`src/rtl/napm_pkg.sv`:
```
`timescale 1ns / 1ps
// ----------------------------------------------------------------------------
// napm_pkg
// Types, constants and helpers for the pattern match statistics unit.
// ----------------------------------------------------------------------------
package napm_pkg;

  localparam int unsigned MaxPattern = 8;
  localparam int unsigned MaxText    = 65536;

  localparam int unsigned ByteW    = 8;
  localparam int unsigned PatternW = MaxPattern * ByteW;
  localparam int unsigned LenW     = 4;
  localparam int unsigned WinIdxW  = $clog2(MaxPattern);
  localparam int unsigned PosW     = $clog2(MaxText + 1);
  localparam int unsigned OffsetW  = 16;
  localparam int unsigned CountW   = 17;
  localparam int unsigned CompareW = 20;
  localparam int unsigned CfgIdxW  = 4;
  localparam int unsigned CfgDataW = 64;

  // Configuration register indexes
  localparam logic [CfgIdxW-1:0] RegPatternBytes  = CfgIdxW'(0);
  localparam logic [CfgIdxW-1:0] RegPatternLength = CfgIdxW'(1);

  localparam logic [LenW-1:0]     LenReset   = LenW'(1);
  localparam logic [CountW-1:0]   CountMax   = {CountW{1'b1}};
  localparam logic [CompareW-1:0] CompareMax = {CompareW{1'b1}};

  // One completed alignment
  typedef struct packed {
    logic               done;   // an alignment completed with this byte
    logic               full;   // whole pattern matched
    logic [LenW-1:0]    len;    // leading match length
    logic [OffsetW-1:0] start;  // alignment offset, modulo 2^16
  } align_t;

  // One result transaction
  typedef struct packed {
    logic                found;
    logic [OffsetW-1:0]  first_offset;
    logic [OffsetW-1:0]  last_offset;
    logic [CountW-1:0]   match_count;
    logic [LenW-1:0]     longest_match;
    logic [CompareW-1:0] compared_count;
    logic                overflow;
  } result_t;

  // Clamp the programmed length into 1..MaxPattern
  function automatic logic [LenW-1:0] eff_len(input logic [LenW-1:0] raw);
    logic [LenW-1:0] m;
    m = raw;
    if (m == '0) m = LenW'(1);
    if (m > LenW'(MaxPattern)) m = LenW'(MaxPattern);
    return m;
  endfunction

endpackage

```
`src/rtl/napm_scan.sv`:
```
`timescale 1ns / 1ps
// ----------------------------------------------------------------------------
// napm_scan
// Text window, byte position and the parallel left-to-right compare.
// ----------------------------------------------------------------------------
module napm_scan (
  input  logic                              clk_i,
  input  logic                              rst_ni,
  input  logic                              fire_i,
  input  logic [napm_pkg::ByteW-1:0]        text_byte_i,
  input  logic                              has_byte_i,
  input  logic                              end_of_text_i,
  input  logic [napm_pkg::PatternW-1:0]     pattern_i,
  input  logic [napm_pkg::LenW-1:0]         length_i,
  output napm_pkg::align_t                  align_o,
  output logic                              overflow_o
);

  logic [napm_pkg::ByteW-1:0] win_q [napm_pkg::MaxPattern];
  logic [napm_pkg::ByteW-1:0] win_d [napm_pkg::MaxPattern];
  logic [napm_pkg::PosW-1:0]  pos_q, pos_d;
  logic                       ovf_q, ovf_d;
  logic                       take;
  logic [napm_pkg::LenW-1:0]  m;
  logic [napm_pkg::MaxPattern-1:0] eq;
  logic [napm_pkg::LenW-1:0]  len;
  logic                       run;
  logic [napm_pkg::WinIdxW-1:0] age;

  assign take = has_byte_i && (pos_q < napm_pkg::PosW'(napm_pkg::MaxText));
  assign m    = napm_pkg::eff_len(length_i);

  // Shifted window: newest byte at age zero
  always_comb begin
    for (int k = 0; k < napm_pkg::MaxPattern; k++) begin
      if (take) begin
        win_d[k] = (k == 0) ? text_byte_i : win_q[(k == 0) ? 0 : k - 1];
      end else begin
        win_d[k] = win_q[k];
      end
    end
    pos_d = take ? pos_q + napm_pkg::PosW'(1) : pos_q;
    ovf_d = ovf_q | (has_byte_i & ~take);
  end

  // Pattern byte k against text byte at age m-1-k
  always_comb begin
    age = '0;
    for (int k = 0; k < napm_pkg::MaxPattern; k++) begin
      age   = napm_pkg::WinIdxW'(m - napm_pkg::LenW'(1) - napm_pkg::LenW'(k));
      eq[k] = (pattern_i[k*napm_pkg::ByteW +: napm_pkg::ByteW] == win_d[age]);
    end
  end

  // Leading run of matches, cut at m
  always_comb begin
    len = '0;
    run = 1'b1;
    for (int k = 0; k < napm_pkg::MaxPattern; k++) begin
      if (run && (napm_pkg::LenW'(k) < m) && eq[k]) begin
        len = len + napm_pkg::LenW'(1);
      end else begin
        run = 1'b0;
      end
    end
  end

  always_comb begin
    align_o.done  = take && (pos_d >= napm_pkg::PosW'(m));
    align_o.full  = (len == m);
    align_o.len   = len;
    align_o.start = napm_pkg::OffsetW'(pos_d - napm_pkg::PosW'(m));
  end

  assign overflow_o = ovf_d;

  always_ff @(posedge clk_i or negedge rst_ni) begin
    if (!rst_ni) begin
      for (int k = 0; k < napm_pkg::MaxPattern; k++) win_q[k] <= '0;
      pos_q <= '0;
      ovf_q <= 1'b0;
    end else if (fire_i) begin
      // Drop all text state when the end-of-text item fires
      for (int k = 0; k < napm_pkg::MaxPattern; k++) begin
        win_q[k] <= end_of_text_i ? '0 : win_d[k];
      end
      pos_q <= end_of_text_i ? '0 : pos_d;
      ovf_q <= end_of_text_i ? 1'b0 : ovf_d;
    end
  end

endmodule

```
`src/rtl/napm_stats.sv`:
```
`timescale 1ns / 1ps
// ----------------------------------------------------------------------------
// napm_stats
// Running statistics over completed alignments.
// ----------------------------------------------------------------------------
module napm_stats (
  input  logic                 clk_i,
  input  logic                 rst_ni,
  input  logic                 fire_i,
  input  logic                 end_of_text_i,
  input  napm_pkg::align_t     align_i,
  input  logic                 overflow_i,
  output napm_pkg::result_t    result_o
);

  logic                              seen_q, seen_d;
  logic [napm_pkg::OffsetW-1:0]      first_q, first_d;
  logic [napm_pkg::OffsetW-1:0]      last_q, last_d;
  logic [napm_pkg::CountW-1:0]       count_q, count_d;
  logic [napm_pkg::LenW-1:0]         best_q, best_d;
  logic [napm_pkg::CompareW-1:0]     total_q, total_d;
  logic [napm_pkg::LenW-1:0]         addend;
  logic [napm_pkg::CompareW:0]       sum;

  always_comb begin
    seen_d  = seen_q;
    first_d = first_q;
    last_d  = last_q;
    count_d = count_q;
    best_d  = best_q;
    total_d = total_q;
    addend  = align_i.full ? align_i.len : align_i.len + napm_pkg::LenW'(1);
    sum     = {1'b0, total_q} + (napm_pkg::CompareW + 1)'(addend);
    if (align_i.done) begin
      if (align_i.len > best_q) best_d = align_i.len;
      if (align_i.full) begin
        if (!seen_q) first_d = align_i.start;
        seen_d = 1'b1;
        last_d = align_i.start;
        if (count_q != napm_pkg::CountMax) count_d = count_q + napm_pkg::CountW'(1);
      end
      total_d = (sum > (napm_pkg::CompareW + 1)'(napm_pkg::CompareMax)) ?
                napm_pkg::CompareMax : sum[napm_pkg::CompareW-1:0];
    end
  end

  always_comb begin
    result_o.found          = seen_d;
    result_o.first_offset   = first_d;
    result_o.last_offset    = last_d;
    result_o.match_count    = count_d;
    result_o.longest_match  = best_d;
    result_o.compared_count = total_d;
    result_o.overflow       = overflow_i;
  end

  always_ff @(posedge clk_i or negedge rst_ni) begin
    if (!rst_ni) begin
      seen_q  <= 1'b0;
      first_q <= '0;
      last_q  <= '0;
      count_q <= '0;
      best_q  <= '0;
      total_q <= '0;
    end else if (fire_i) begin
      if (end_of_text_i) begin
        seen_q  <= 1'b0;
        first_q <= '0;
        last_q  <= '0;
        count_q <= '0;
        best_q  <= '0;
        total_q <= '0;
      end else begin
        seen_q  <= seen_d;
        first_q <= first_d;
        last_q  <= last_d;
        count_q <= count_d;
        best_q  <= best_d;
        total_q <= total_d;
      end
    end
  end

endmodule

```
`src/rtl/naive_pattern_match_stats_unit.sv`:
```
`timescale 1ns / 1ps
// ----------------------------------------------------------------------------
// naive_pattern_match_stats_unit
// Streams text bytes past a programmed pattern of up to eight bytes and
// reports match statistics when the text ends.
// ----------------------------------------------------------------------------
//
//  channel   direction  handshake                 payload
//  --------  ---------  ------------------------  ------------------------------
//  cfg       in         cfg_we_i                  cfg_index_i, cfg_data_i
//  in        in         in_valid_i / in_stall_o   text_byte_i, has_byte_i,
//                                                 end_of_text_i
//  out       out        out_valid_o / out_stall_i found_o .. overflow_o
//
//  One transaction per cycle unless the input side stalls: the input register
//  feeds the window shift, the eight-lane compare and the statistics update
//  combinationally. A result is loaded into the output register when its
//  final item fires from the input register.
//  Reset (rst_ni low) clears the text state, the pattern to zero, length 1.
//  Stalls: the input side stalls only when an end-of-text item waits behind
//  a result that the output side has not yet taken.
//
module naive_pattern_match_stats_unit (
  input  logic                            clk_i,
  input  logic                            rst_ni,
  // configuration
  input  logic                            cfg_we_i,
  input  logic [napm_pkg::CfgIdxW-1:0]    cfg_index_i,
  input  logic [napm_pkg::CfgDataW-1:0]   cfg_data_i,
  // text input
  input  logic                            in_valid_i,
  output logic                            in_stall_o,
  input  logic [napm_pkg::ByteW-1:0]      text_byte_i,
  input  logic                            has_byte_i,
  input  logic                            end_of_text_i,
  // result output
  output logic                            out_valid_o,
  input  logic                            out_stall_i,
  output logic                            found_o,
  output logic [napm_pkg::OffsetW-1:0]    first_offset_o,
  output logic [napm_pkg::OffsetW-1:0]    last_offset_o,
  output logic [napm_pkg::CountW-1:0]     match_count_o,
  output logic [napm_pkg::LenW-1:0]       longest_match_o,
  output logic [napm_pkg::CompareW-1:0]   compared_count_o,
  output logic                            overflow_o
);

  // Configuration registers
  logic [napm_pkg::PatternW-1:0] pattern_q;
  logic [napm_pkg::LenW-1:0]     plen_q;

  // Input register
  logic                          s1_valid_q;
  logic [napm_pkg::ByteW-1:0]    s1_byte_q;
  logic                          s1_has_q;
  logic                          s1_end_q;

  // Output register
  logic                          out_valid_q;
  napm_pkg::result_t             out_q;

  logic                          in_accept;
  logic                          s1_adv;
  logic                          s1_fire;
  napm_pkg::align_t              align;
  logic                          ovf_next;
  napm_pkg::result_t             result;

  // Hold the final item only while the previous result still sits stalled
  assign s1_adv     = ~(s1_end_q & out_valid_q & out_stall_i);
  assign s1_fire    = s1_valid_q & s1_adv;
  assign in_stall_o = s1_valid_q & ~s1_adv;
  assign in_accept  = in_valid_i & ~in_stall_o;

  always_ff @(posedge clk_i or negedge rst_ni) begin
    if (!rst_ni) begin
      pattern_q <= '0;
      plen_q    <= napm_pkg::LenReset;
    end else if (cfg_we_i) begin
      if (cfg_index_i == napm_pkg::RegPatternBytes) begin
        pattern_q <= cfg_data_i[napm_pkg::PatternW-1:0];
      end else if (cfg_index_i == napm_pkg::RegPatternLength) begin
        plen_q <= cfg_data_i[napm_pkg::LenW-1:0];
      end
    end
  end

  // Capture each transaction; it fires from here into the compare once it may advance
  always_ff @(posedge clk_i or negedge rst_ni) begin
    if (!rst_ni) begin
      s1_valid_q <= 1'b0;
    end else if (in_accept) begin
      s1_valid_q <= 1'b1;
    end else if (s1_adv) begin
      s1_valid_q <= 1'b0;
    end
  end

  always_ff @(posedge clk_i) begin
    if (in_accept) begin
      s1_byte_q <= text_byte_i;
      s1_has_q  <= has_byte_i;
      s1_end_q  <= end_of_text_i;
    end
  end

  napm_scan u_scan (
    .clk_i        (clk_i),
    .rst_ni       (rst_ni),
    .fire_i       (s1_fire),
    .text_byte_i  (s1_byte_q),
    .has_byte_i   (s1_has_q),
    .end_of_text_i(s1_end_q),
    .pattern_i    (pattern_q),
    .length_i     (plen_q),
    .align_o      (align),
    .overflow_o   (ovf_next)
  );

  napm_stats u_stats (
    .clk_i        (clk_i),
    .rst_ni       (rst_ni),
    .fire_i       (s1_fire),
    .end_of_text_i(s1_end_q),
    .align_i      (align),
    .overflow_i   (ovf_next),
    .result_o     (result)
  );

  // Result register: load on a final item, drop once taken
  always_ff @(posedge clk_i or negedge rst_ni) begin
    if (!rst_ni) begin
      out_valid_q <= 1'b0;
    end else if (s1_fire && s1_end_q) begin
      out_valid_q <= 1'b1;
    end else if (!out_stall_i) begin
      out_valid_q <= 1'b0;
    end
  end

  always_ff @(posedge clk_i) begin
    if (s1_fire && s1_end_q) begin
      out_q <= result;
    end
  end

  assign out_valid_o      = out_valid_q;
  assign found_o          = out_q.found;
  assign first_offset_o   = out_q.first_offset;
  assign last_offset_o    = out_q.last_offset;
  assign match_count_o    = out_q.match_count;
  assign longest_match_o  = out_q.longest_match;
  assign compared_count_o = out_q.compared_count;
  assign overflow_o       = out_q.overflow;

endmodule

```
`config.mk`:
```
export PLATFORM = sky130hd
export DESIGN_NAME = naive_pattern_match_stats_unit
export DESIGN_NICKNAME = d
export VERILOG_FILES = /design/src/rtl/napm_pkg.sv /design/src/rtl/napm_scan.sv /design/src/rtl/napm_stats.sv /design/src/rtl/naive_pattern_match_stats_unit.sv
export SDC_FILE = /design/constraint.sdc
export NUM_CORES = 1
export LEC_CHECK = 0
export BUFFER_PORTS_ARGS = -buffer_cell sky130_fd_sc_hd__buf_2
export CAP_MARGIN = 30
export CORE_ASPECT_RATIO = 0.7
export CORE_UTILIZATION = 54
export DETAILED_ROUTE_END_ITERATION = 16
export HOLD_SLACK_MARGIN = 0.12
export PLACE_DENSITY = 0.76
export SLEW_MARGIN = 15
export SYNTH_ARGS = -nofsm -noshare
export SYNTH_HDL_FRONTEND = slang
export SYNTH_SLANG_ARGS = --single-unit
```
`constraint.sdc`:
```
create_clock -name clk_i -period 11.4 [get_ports clk_i]
set_clock_uncertainty 0.15 [all_clocks]
set_input_delay 1.71 -clock clk_i [delete_from_list [all_inputs] [get_ports clk_i]]
set_output_delay 1.71 -clock clk_i [all_outputs]
set_load 0.02 [all_outputs]
```
# Word-level counts from Yosys, hierarchy flattened
# Index checks and enable logic that the tools add are counted.
[word_totals]
in_bits = 83
register_bits = 311
out_inout_bits = 77
[classes]
n_mux = 85
magnitude_cmp = 21
n_bitwise = 19
n_reduce_logical = 22
n_addsub = 20
n_eq_ne = 13
[op_table]
columns = ["op", "n"]
rows = [
  ["$mux W8", 32],
  ["$bmux W8 S3", 8],
  ["$mux W16", 7],
  ["$mux W17", 6],
  ["$eq A8 B8 Y1", 8],
  ["$mux W20", 3],
  ["$mux W4", 13],
  ["$add A17 B1 Y17 const B", 2],
  ["$ge A4 B4 Y1 const B", 8],
  ["$not A3 Y4", 8],
  ["$add A4 B1 Y4 const B", 7],
  ["$add A20 B4 Y21", 1],
  ["$gt A21 B20 Y1 const B", 1],
  ["$logic_and A1 B1 Y1", 18],
  ["$ge A17 B4 Y1", 1],
  ["$lt A17 B17 Y1 const B", 1],
  ["$ne A17 B17 Y1 const B", 1],
  ["$lt A3 B4 Y1 const A", 4],
  ["$mux W1", 16],
  ["$sub A16 B4 Y16", 1],
  ["$sub A3 B3 Y3 const B", 4],
  ["$logic_not A4 Y1", 2],
  ["$lt A1 B4 Y1 const A", 2],
  ["$lt A2 B4 Y1 const A", 2],
  ["other kinds (14)", 24],
]

# Longest topological paths before layout
# Gate-level depths: netlist of run 1.
[depth]
word_depth = 40
mapped_depth = 53
ltp_nobuf = 48

# Cells and area by module
# From an unflattened synthesis of run 1, not the netlist that was laid out.
[unflattened]
cells_unflattened = 1875
area_unflattened_um2 = 19009.5
[by_module_without_submodules]
columns = ["module", "instances", "area_each_um2", "seq_area_each_um2", "cells_each"]
rows = [
  ["napm_scan", 1, 8962.3, 2052.0, 1086],
  ["naive_pattern_match_stats_unit", 1, 5225.0, 4305.4, 242],
  ["napm_stats", 1, 4822.1, 1851.8, 547],
]

# Worst setup path before layout of run 1
# OpenSTA, ideal clock, no wires.
[synth_timing]
path_type = "register -> register"
from = "register plen_q[3] in the netlist's numbering"
to = "register out_q, in the netlist compared_count_o[18], data pin"
path_slack_ps = 1349
required_time_ps = 10989
stages_incl_launch_ff = 45
path_buffers = 5
arrival_ps = 9639
synth_period_minus_slack_ps = 10051
path_cell_list = "dfrtp_1 > buf_4 > nand2b_1 > clkbuf_1 > ha_1 > xnor2_1 > clkbuf_1 > buf_1 > mux4_2 > xor2_1 > nand4_1 > nor2_1 > and3_1 > ha_1 > o311ai_0 > nor3_2 > buf_2 > xnor2_1 > (+9 left out) > o211ai_1 > nor4_2 > xnor2_1 > a22o_1 > a2111o_1 > xnor2_1 > mux2_1 > or2_1 > xnor2_1 > ha_1 > fa_1 > nand3_1 > nand2_1 > nand2_1 > nor4_1 > nand2_1 > or3_1 > a21boi_0"
[synth_lines]
columns = ["element", "line", "rtl"]
rows = [
  ["start, declared", "naive_pattern_match_stats_unit.sv:50", "logic [napm_pkg::LenW-1:0] plen_q;"],
  ["start signal, assigned", "naive_pattern_match_stats_unit.sv:78", "plen_q <= napm_pkg::LenReset;"],
  ["start signal, assigned", "naive_pattern_match_stats_unit.sv:83", "plen_q <= cfg_data_i[napm_pkg::LenW-1:0];"],
  ["end signal, assigned", "naive_pattern_match_stats_unit.sv:143", "out_q <= result;"],
  ["end, declared", "naive_pattern_match_stats_unit.sv:60", "napm_pkg::result_t out_q;"],
]

==> flow_summary.yaml, run 1 <==
status:
  outcome: "complete, no violations"
die:
  die_area_um2: 37400
  start_util_pct: 55.0
  die_x_um: 231
  num_io_pins: 160
  num_rows: 58
  fp.dieH_um: 162
  core_um2: 36000
sta:
  layout_setup_ws_ns: 0.605
  worst_pin_slew_ns: 1.08
  timing.fmax_mhz: 92.6
  hold_violations: 0
  period_needed_ns: 10.80
  setup_violations: 0
  setup-tns-final_ns: 0
  period_share_pct: 94.7
  slew_headroom_pct: 28.1
  rsz0062_at_grt: "false"
  slew_violations: 0
logic_synthesis:
  yosysUniqueCellTypes: 112
  synth_top_flop_cell: "dfrtp_1"
  ys.warnings.count: 0
  async_flop_share_pct: 72.7
  ys_ff_latch: 311
  syn_area_um2: 19800
  seq_area_frac_synth_pct: 41.5
  postSynthCellCount: 2014
  synth_nets: 2123
  synth_edf_count: 85
  avgSynthCellArea_um2: 9.82
placement:
  routabilityCongestion: 1.07
  dp_slack_ns: 0.318
  place_inst: 2583
  placed_cell_area_um2: 21200
  dp.final_hpwl_mm: 50.2
  io_buffer_count: 159
cells_and_area:
  nFillCells: 3000
  layout.cells.most_common_list: "dfrtp_1 (225), nand2_1 (186), buf_2 (158)"
  drive_gt1_share_pct: 21.9
  area_growth_pct: 12.8
  fin_area_um2: 22300
  final_common_cell: "dfrtp_1"
  final_nets: 2254
  finalNonFillerCells: 2651
critical_path:
  crit_required_ns: 11.78
  endpoint_kind: "flip-flop"
  crit_path_top_delay_cell: "edfxtp_1"
  worst_setup_path_start_kind: "flip-flop"
  worst-path-max-fanout: 16
  arrival_ns: 11.17
  worstSetupPathType: "flip-flop to flip-flop"
  max_stage_delay_ns: 0.70
  crit_path_frequent_cell: "ha_1"
clock_tree:
  cts_tree: "done"
  root_buffer: "clkbuf_16"
  clk_pin_slew_worst_paths_ns: 0.07
  numCtsBuffers: 30
  clk_latency_ns: 0.60
  clock-sinks: 311
  htree_levels: 1
  cts_buffer_depth: 3
hold_path:
  hp-class: "flip-flop to flip-flop"
power_and_ir_drop:
  ir_drop_mv: 0.123
  power_density_nw_per_um2: 188
  p_leak_uw: 0.00931
grt:
  grt_max_degree: 94
  antenna_found_initial: 3
  grt-ovfl-total: 0
  grt_first_pass_wirelength_mm: 105
  track_usage_pct: 36.8
  grt_pass1_vias: 16836
detailed_routing:
  ant_nets: 0
  drc: 0
  num_vias: 18281
  viasPerCell: 6.90
  wl_mm: 70.2
  wl_per_cell_um: 26.5
  drtIter0Drc: 2692
  dr.pass1.iters: 6
run:
  maxCapViolations: 0
-- metrics by stage --
stage | power, uW | util (%) | hold slack (ns)
4_1_cts | 4120 | 61.6 | 0.346
6_report | 4200 | 62.0 | 0.342
2_1_floorplan | 2540 | - | 0.288
5_1_grt | 4350 | 62.0 | 0.371
3_3_place_gp | 3090 | 58.8 | 0.309
3_5_place_dp | 3120 | 58.9 | 0.327
-- kinds of logic after synthesis --
kind of cell             share of synthesized area, %
AO/OA/AOI/OAI                                    22.1
XOR/XNOR                                         5.50
adder cells (fa/ha/maj)                          1.72
buffers and inverters                            4.53
flip-flops                                       41.5
multiplexers                                     8.63
AND/OR/NAND/NOR                                  16.0
-- layout make-up --
| type | count | area [um2] | area share [%] |
|---|---|---|---|
| repair buffers | 250 | 1560 | 6.97 |
| inverters | 52 | 196 | 0.880 |
| diodes | 2 | 5.00 | 0.0224 |
| flip-flops and latches | 311 | 8210 | 36.8 |
| well taps | 480 | 601 | 2.69 |
| clock inverters | 12 | 103 | 0.460 |
| clock buffers | 44 | 855 | 3.83 |
| multi-input cells | 1500 | 10800 | 48.4 |
-- power by group --
part,internal [uW],leakage [uW],switching [uW]
logic,654,0.00499,1140
registers,1280,0.00385,133
clock network,544,0.000467,447
-- cell usage after synthesis, types with 12 or more instances --
library cell | instances | area (um2)
mux4_2 | 16 | 360
ha_1 | 24 | 300
a21oi_1 | 94 | 470
and3_1 | 25 | 156
xor2_1 | 47 | 412
o21ai_0 | 79 | 395
o211ai_1 | 15 | 113
nand2_1 | 188 | 706
o31ai_1 | 19 | 143
dfrtp_1 | 225 | 5630
nor3_1 | 56 | 280
nor4_1 | 25 | 156
or3_1 | 13 | 81.3
nand4_1 | 36 | 225
inv_1 | 47 | 176
nor2_1 | 108 | 405
mux2i_1 | 31 | 310
a211oi_1 | 21 | 158
o22ai_1 | 41 | 257
a22o_1 | 116 | 1020
o21ai_1 | 14 | 70.1
clkbuf_1 | 95 | 357
xnor2_1 | 71 | 622
mux2_2 | 91 | 1020
or4_1 | 12 | 90.1
nand3_1 | 53 | 265
a22oi_1 | 17 | 128
nand2b_1 | 15 | 93.8
a31oi_1 | 36 | 225
edfxtp_1 | 85 | 2550
buf_2 | 32 | 160
-- critical path, delay by kind of cell, from the launching register on --
kind / cells / cell delay, ns
adder cells (fa/ha/maj): 7 / 1.69
AND/OR/NAND/NOR: 18 / 3.78
flip-flops: 1 / 0.70
XOR/XNOR: 5 / 0.85
buffers and inverters: 3 / 0.54
AO/OA/AOI/OAI: 9 / 2.36
multiplexers: 2 / 0.62
-- sequential cells by signal, indices dropped and copies added, names as in the netlist, 8 cells and up --
name / cells
u_stats.last_q: 16
u_scan.pos_q: 17
u_scan.win_q: 64
last_offset_o: 16
compared_count_o: 20
first_offset_o: 16
u_stats.count_q: 17
u_stats.first_q: 16
match_count_o: 17
s1_byte_q: 8
pattern_q: 64
u_stats.total_q: 20
-- per-layer routing --
layer / global-route usage (%) / part of all wire, % / vias to the layer above / wire (um)
met2: 48.7 / 39 / 1188 / 27400
met1: 56.0 / 44 / 8998 / 30900
met4: 11.6 / 3.3 / 2 / 2320
met3: 11.9 / 14 / 159 / 9560
met5: 0 / 0.017 / - / 12
li1: - / - / 7934 / -
-- path summary, 6_finish.rpt --
path	startpoint	end	slack [ns]	depth (start not counted)
max in group asynchronous	rst_ni	pattern_q[51]$_DFFE_PN0P_	8.69	2
min in group asynchronous	rst_ni	u_stats.count_q[11]$_DFFE_PN0P_	0.97	1
setup reg to reg	s1_has_q$_DFFE_PP_	u_stats.total_q[7]$_DFFE_PN0P_	0.60	44
hold reg to reg	u_stats.count_q[10]$_DFFE_PN0P_	u_stats.count_q[10]$_DFFE_PN0P_	0.34	1
hold / removal	u_stats.count_q[10]$_DFFE_PN0P_	u_stats.count_q[10]$_DFFE_PN0P_	0.34	1
setup / recovery	s1_has_q$_DFFE_PP_	u_stats.total_q[7]$_DFFE_PN0P_	0.60	44
-- timing repair --
action / CTS / global route
setup buffers: 0 / 4
setup endpoints to repair: 0 / 40
hold buffers: 0 / 0
gates resized for setup: 0 / 7
Note: power is estimated with default switching activity, not from simulation.
==> run 2: changes to the inputs <==
Settings changed: PLACE_DENSITY 0.76 to not set, PLACE_DENSITY_LB_ADDON set to 0.05.
==> run 2 against run 1 <==
Net effect:
- cell count decreased by 0.91%
- utilization down 0.49 points
- routed wire length decreased by 1.9%
- flip-flop and latch count did not move
- first-iteration DRC count is 13% lower
- fmax decreased by 0.71%
- hold slack better by 0.0050 ns
- setup slack got worse by 0.077 ns
- sequential power about the same
- sequential share of layout area up 0.30 points
- clock power about the same
- combinational power decreased by 3%
- largest power group unchanged
- highest routed layer unchanged
==> flow_summary.yaml, run 2 (synthesis gave the netlist of run 1 again) <==
detailed_routing:
  wl_met3_mm: 9.24
  wl_per_cell_um: 26.2
  top_layer_used: "met5"
  num_vias: 18004
  drc: 0
  drtIter0Drc: 2340
  wl_met1_mm: 31.8
  ant_nets: 0
  wl_mm: 68.9
  viasPerCell: 6.85
  dr.pass1.iters: 7
  dr_wl_met2_mm: 26.5
critical_path:
  crit_path_top_delay_cell: "dfrtp_2"
  crit_buf_inv: 3
  endpoint_kind: "flip-flop"
  worstSetupPathType: "flip-flop to flip-flop"
  max_stage_delay_ns: 0.61
  arrival_ns: 11.19
  crit_path_frequent_cell: "ha_1"
  worst_setup_path_start_kind: "flip-flop"
  worst-path-max-fanout: 14
  rrSetupSlack_ns: 0.53
  crit_required_ns: 11.72
  path_delay_family: "simple AND/OR/NAND/NOR gates"
placement:
  io_buffer_count: 159
  dp_slack_ns: 0.338
  placed_cell_area_um2: 21000
  dp.final_hpwl_mm: 49.1
  place_inst: 2561
  routabilityCongestion: 1.03
die:
  die_area_um2: 37400
  fp.dieH_um: 162
  num_io_pins: 160
  core_um2: 36000
  start_util_pct: 55.0
  num_rows: 58
  die_x_um: 231
sta:
  layout_setup_ws_ns: 0.528
  timing.fmax_mhz: 92.0
  slew_violations: 0
  period_share_pct: 95.4
  hold_violations: 0
  period_needed_ns: 10.87
  setup-tns-final_ns: 0
  slew_headroom_pct: 27.2
  rsz0062_at_grt: "false"
  worst_pin_slew_ns: 1.08
  setup_violations: 0
hold_path:
  hp-class: "flip-flop to flip-flop"
power_and_ir_drop:
  power_density_nw_per_um2: 189
  ir_drop_mv: 0.135
  p_leak_uw: 0.00920
grt:
  grt_max_degree: 97
  antenna_found_initial: 1
  grt-ovfl-total: 0
  grt_first_pass_wirelength_mm: 104
  grt_pass1_vias: 16647
  track_usage_pct: 36.3
status:
  outcome: "complete, no violations"
clock_tree:
  htree_levels: 1
  root_buffer: "clkbuf_16"
  cts_tree: "done"
  clk_latency_ns: 0.59
  clk_pin_slew_worst_paths_ns: 0.08
  numCtsBuffers: 31
  clock-sinks: 311
  cts_buffer_depth: 3
cells_and_area:
  drive_gt1_share_pct: 21.1
  nFillCells: 3058
  final_common_cell: "dfrtp_1"
  area_growth_pct: 11.9
  n_antenna_cell: 0
  fin_area_um2: 22100
  layout.cells.most_common_list: "dfrtp_1 (224), nand2_1 (186), buf_2 (159)"
  finalNonFillerCells: 2627
  fin_util_pct: 61.5
  final_nets: 2232
  top_regs: "pattern_q x64, u_scan.win_q x64"
run:
  maxCapViolations: 0
run 2: cell types whose count changed in the layout (fill, tap and decap cells not counted), sizes merged:
cell    before  now
diode        2    0
clkbuf      46   45
o21ai       97   95
inv         52   53
and2b        1    2
buf        248  228
bufinv       1    2
clkinv       9    7
run 2: final timing paths:
kind / from / endpoint / cells past startpoint
worst max-delay path: plen_q[3]$_DFFE_PN0P_ / u_stats.total_q[6]$_DFFE_PN0P_ / 44
worst min-delay path: u_stats.count_q[10]$_DFFE_PN0P_ / u_stats.count_q[10]$_DFFE_PN0P_ / 1
worst max register to register: plen_q[3]$_DFFE_PN0P_ / u_stats.total_q[6]$_DFFE_PN0P_ / 44
worst min register to register: u_stats.count_q[10]$_DFFE_PN0P_ / u_stats.count_q[10]$_DFFE_PN0P_ / 1
max in group asynchronous: rst_ni / u_scan.win_q[57]$_DFFE_PN0P_ / 2
min in group asynchronous: rst_ni / u_scan.win_q[54]$_DFFE_PN0P_ / 1
run 2: metrics by stage:
stage / total power [uW] / hold WS (ns)
global route: 4340 / 0.366
detailed placement: 3090 / 0.331
floorplan: 2540 / 0.288
finish: 4180 / 0.347
CTS: 4110 / 0.345
global placement: 3070 / 0.302
run 2: cell type report:
cell class	count	area [um2]	area share [%]
inverters	52	196	0.887
clock inverters	12	123	0.554
well taps	480	601	2.71
multi-input cells	1499	10800	48.8
repair buffers	228	1350	6.10
clock buffers	45	858	3.88
flip-flops and latches	311	8210	37.1
run 2: repair_timing:
item                       in CTS  in global routing
gates resized for setup         0                 14
hold buffers                    0                  0
setup endpoints to repair       0                 40
buffers inserted                0                  7
run 2: power by group:
| part | internal, uW | switching [uW] |
|---|---|---|
| clock network | 568 | 450 |
| logic | 632 | 1120 |
| registers | 1280 | 134 |
run 2: per-layer routing:
metal / up-vias / GRT usage (%)
met4: 2 / 6.86
li1: 7877 / -
met5: - / 0
met3: 143 / 12.4
met2: 1106 / 47.3
met1: 8876 / 57.0
